`src/sv/hcvim_pkg.sv`:
```
// ----------------------------------------------------------------------------
// hcvim_pkg
// Shared constants and register indexes for the hex cell vertex index map.
// ----------------------------------------------------------------------------
package hcvim_pkg;

    // default widths of ids and cell counts
    localparam int ID_WIDTH_DEF  = 32;
    localparam int DIM_WIDTH_DEF = 16;

    // configuration register indexes
    localparam logic [1:0] REG_VERTEX_BASE = 2'd0;
    localparam logic [1:0] REG_J_CELLS     = 2'd1;
    localparam logic [1:0] REG_K_CELLS     = 2'd2;

    // lookup kinds
    localparam logic KIND_CORNER_TO_VERTEX = 1'b0;
    localparam logic KIND_VERTEX_TO_CORNER = 1'b1;

    // cycles from an accepted item to its result strobe
    function automatic int latency(input int id_width);
        return 2 * id_width + 8;
    endfunction

endpackage

```
`src/sv/hcvim_div.sv`:
```
// ----------------------------------------------------------------------------
// hcvim_div
// Restoring divider, one quotient bit per pipeline stage, with a sideband
// vector that travels with each item. The caller must hold the divisor steady
// while items are in flight; the block itself does not enforce it.
// ----------------------------------------------------------------------------
module hcvim_div
    import hcvim_pkg::*;
#(
    parameter int ID_WIDTH  = ID_WIDTH_DEF,
    parameter int DIM_WIDTH = DIM_WIDTH_DEF,
    parameter int SB_WIDTH  = 1
) (
    input  logic                 i_clk,
    input  logic                 i_rst_n,
    input  logic                 i_vld,
    input  logic [ID_WIDTH-1:0]  i_num,
    input  logic [DIM_WIDTH-1:0] i_den,
    input  logic [SB_WIDTH-1:0]  i_sb,
    output logic                 o_vld,
    output logic [ID_WIDTH-1:0]  o_quo,
    output logic [DIM_WIDTH-1:0] o_rem,
    output logic [SB_WIDTH-1:0]  o_sb
);

    logic                 r_vld [ID_WIDTH];
    logic [ID_WIDTH-1:0]  r_x   [ID_WIDTH];
    logic [DIM_WIDTH-1:0] r_rem [ID_WIDTH];
    logic [SB_WIDTH-1:0]  r_sb  [ID_WIDTH];

    genvar s;
    generate
        for (s = 0; s < ID_WIDTH; s++) begin : g_stage
            logic                 src_vld;
            logic [ID_WIDTH-1:0]  src_x;
            logic [DIM_WIDTH-1:0] src_rem;
            logic [SB_WIDTH-1:0]  src_sb;
            logic [DIM_WIDTH:0]   trial;
            logic                 ge;
            logic [DIM_WIDTH:0]   diff;

            if (s == 0) begin : g_first
                assign src_vld = i_vld;
                assign src_x   = i_num;
                assign src_rem = '0;
                assign src_sb  = i_sb;
            end else begin : g_next
                assign src_vld = r_vld[s-1];
                assign src_x   = r_x[s-1];
                assign src_rem = r_rem[s-1];
                assign src_sb  = r_sb[s-1];
            end

            // shift in the next dividend bit, subtract if it fits
            assign trial = {src_rem, src_x[ID_WIDTH-1]};
            assign ge    = trial >= {1'b0, i_den};
            assign diff  = trial - {1'b0, i_den};

            always_ff @(posedge i_clk) begin
                if (!i_rst_n) begin
                    r_vld[s] <= 1'b0;
                end else begin
                    r_vld[s] <= src_vld;
                end
            end

            always_ff @(posedge i_clk) begin
                r_x[s]   <= {src_x[ID_WIDTH-2:0], ge};
                r_rem[s] <= ge ? diff[DIM_WIDTH-1:0] : trial[DIM_WIDTH-1:0];
                r_sb[s]  <= src_sb;
            end
        end
    endgenerate

    assign o_vld = r_vld[ID_WIDTH-1];
    assign o_quo = r_x[ID_WIDTH-1];
    assign o_rem = r_rem[ID_WIDTH-1];
    assign o_sb  = r_sb[ID_WIDTH-1];

endmodule

```
`config.mk`:
```
export PLATFORM = sky130hd
export DESIGN_NAME = hcvim_div
export DESIGN_NICKNAME = d
export VERILOG_FILES = /design/src/sv/hcvim_pkg.sv /design/src/sv/hcvim_div.sv
export SDC_FILE = /design/constraint.sdc
export NUM_CORES = 2
export LEC_CHECK = 0
export BUFFER_PORTS_ARGS = -buffer_cell sky130_fd_sc_hd__buf_2
export CORE_ASPECT_RATIO = 1.2
export CORE_MARGIN = 2
export CORE_UTILIZATION = 32
export DETAILED_ROUTE_END_ITERATION = 7
export PLACE_DENSITY = 0.53
export SYNTH_ARGS = -nofsm -noshare
export SYNTH_HDL_FRONTEND = slang
export SYNTH_SLANG_ARGS = --single-unit
```
`constraint.sdc`:
```
create_clock -name i_clk -period 10.6 [get_ports i_clk]
set_input_delay 1.59 -clock i_clk [delete_from_list [all_inputs] [get_ports i_clk]]
set_output_delay 1.59 -clock i_clk [all_outputs]
set_load 0.02 [all_outputs]
```
==> impl_results.md <==
- GRT Total Usage: between 10% and 20%
- Port-buffer cells: 101
- Initial core utilization: 32.2%
- Top post-synthesis cells by area: dfxtp_1 54%, ha_1 10%, mux2_2 4.4%
- Die area: 190000 um^2
- Minimum clock period: 5.36 ns
- Pin count of the biggest net entering global routing: 34
- Commonest non-fill, non-tap cell in the layout: dfxtp_1
- Final Hold Fails: 0
- Synthesized area per cell: 11.0 um^2
- Yosys top cell area share: between 50% and 60%
- Slew Limit Fails: 0
- Hold-fix buffers, CTS: 0
- Worst Path Max Fanout: 17
- Worst vdd ir: 0.000175 V
- I/O pins: about 100
- First-pass GRT wire length: 201000 um
- Family with the most delay on the worst path: compound AO/OA/AOI/OAI gates
- Placed Instances: 7946
- HP Start: r_x[1][389]
- Final Wtd Congestion: about 0.84
- Max-cap violations: 0
- CP peak stage delay: about 0.76 ns
- Startpoint types: input pin
- Wire per inst: 15.3 um
- Clock Skews: 0.0260 ns
- Leak: 29.8 nW
- CTS Sinks: 1600
- Slowest cell on crit path: a211oi_4
- Cells after Synth: approximately 5400
- Worst-path cell chain: buf_4, inv_1, buf_4, buf_4, ha_1, nor2b_1, o31ai_1, a32oi_1, a41oi_1, a21oi_1, o2111ai_1, nand3_1, a211oi_4, mux2_2
- Yosys top cell by area: dfxtp_1
- Setup TNS: 0 ns
- Share of cells above drive strength 1: 12.5%
- Levels on crit path: 14
- Fmax: about 190 MHz
- Net Count, Synth: 6012
- R2r endpoint: r_rem[10][9]
- Crit Path Category: in -> reg
- Initial antenna violation count: 5
- Clk root buf: clkbuf_16
- Post_cts resized: 0
- Hpwl dp: 87300 um
- YS warnings: 0
- Synth unique cells: 90
- Setup repair bufs after CTS: 0
- Clk slew on worst S/H paths: about 0.06 ns
- Die Y: 477 um
- CTS Buf Count: 167
- FP Rows: 173
- Critical path buffer and inverter count: 4
- Layout Nets: 6246
- N_diodes: 0
- DRC Markers: 0
- Most used cell, CP: buf_4
- DR vias: between 30000 and 40000
- Drt total wl: 127000 um
- Most frequent cells in the layout: 1600 x dfxtp_1, 498 x ha_1, 335 x o21ai_0
- Layout area overhead: 16.0%
- # setup viols final: 0
- Htree depth: 4
- CTS tree: done
- Core Area: 185000 um^2
- Synth Register Bits: 1600
- Total power per unit cell area: about 300 nW/um^2
- FF-to-FF setup slack: 6.98 ns
- RSZ-0062 raised after global routing: no
- Crit path capture type: flop
- Synthesized cell area: 59600 um^2
- Placed Area: 63200 um^2
- DR iter-0 viols: approximately 1600
- Post-synth EDFFs: 0
- Via density: approximately 4.7
- Async SR Flop Fraction: 0%
- FF-to-FF path depth: 10
- Worst-skew pair later-pin latency: 0.82 ns
- Total global routing overflow: 0
- CP arrival: 6.05 ns
- Final ANT Viol Nets: 0
- Crit share post-route: 50.5%
- Number of iterations in the first detailed-routing pass: 7
- Final std cells w/o fill: 8257
- Rel. slew slack: a little under a fifth
- Post-route cell area: 69200 um^2
- Hold worst-path end: r_x[1][422]
- Most used flip-flop cell after synthesis: dfxtp_1
- Share of the yosys chip area belonging to registers: a little over half
- Status: completed
- Worst R2R Start: r_rem[9][0]
- Worst Path Required: 11.29 ns
- Clk buf depth: 3
- Die W: 398 um
- Min-Delay Path Class: reg -> reg
- Worst Hold Depth: 0
- Worst-margin pin slew: roughly 1.2 ns
- Vias in the first global route: 38700
where the power goes:
part / switching, mW / internal, mW
Clock: 2.49 / 3.62
Sequential: 0.615 / 7.39
Combinational: 3.81 / 3.32
worst max-delay path by stage:
stage                     startpoint             to
after floorplan             i_den[1]  r_rem[10][10]
after global placement      i_den[1]   r_rem[28][3]
after detailed placement    i_den[1]   r_rem[28][8]
after CTS                   i_den[1]   r_rem[28][8]
after global routing        i_den[1]   r_rem[28][8]
final                       i_den[1]   r_rem[28][8]
kinds of logic after synthesis:
| group | share of synthesized area (%) |
|---|---|
| AO/OA/AOI/OAI | 12.9 |
| XOR/XNOR | 5.17 |
| adder cells (fa/ha/maj) | 11.5 |
| buffers and inverters | 1.68 |
| flip-flops | 53.7 |
| multiplexers | 5.23 |
| AND/OR/NAND/NOR | 9.77 |
metrics by stage:
step	hold WS (ns)	util (%)	power, mW	setup slack (ns)
global route	0.319	37.4	22.8	4.94
floorplan	0.310	-	13.6	5.43
CTS	0.307	37.4	21.6	5.28
global placement	0.310	34.2	15.2	4.49
finish	0.303	37.4	21.2	5.24
detailed placement	0.312	34.2	15.3	4.41
flip-flops by register name, indices dropped and copies added (netlist names):
signal and count:
r_vld 32, r_rem 512, r_sb 32, r_x 1024
cells in the mapped netlist (19+ instances only):
cell type  instances
a211oi_1          28
fa_1              31
o21ai_0          335
nor2_1           328
xnor2_1          213
a21o_1           121
a21boi_0          39
ha_1             498
inv_1            178
nor2b_1           84
nand4_1           49
or3_1             25
nor3_1            86
nand2b_1          71
or2_2             19
and3_1            26
a31oi_1           47
mux2i_1           40
o21bai_1          30
dfxtp_1         1600
mux2_2           231
nor4_1            21
nand3_1           75
a21oi_1          322
o21a_1            63
and2_1            43
xor2_1           139
o31ai_1           45
nand2_1          323
o31a_1            20
clkbuf_1          55
final cells by class:
cell class                      count  area, um^2
Clock buffer                      223        4690
Clock inverter                     88        1230
Fill cell                       18100      116000
Inverter                          179         672
Multi-Input combinational cell   3576       26700
Sequential cell                  1600       32000
Tap cell                         2450        3070
Timing Repair Buffer              141         808
layer usage:
metal  GRT usage (%)  vias to the layer above  share of wire [%]
met5               0                        -              0.021
li1                -                    19700                  -
met3            2.61                      237                3.8
met2            23.4                      616                 49
met4            5.02                        4                3.2
met1            15.6                    18200                 44
(Power assumes the default switching activity.)
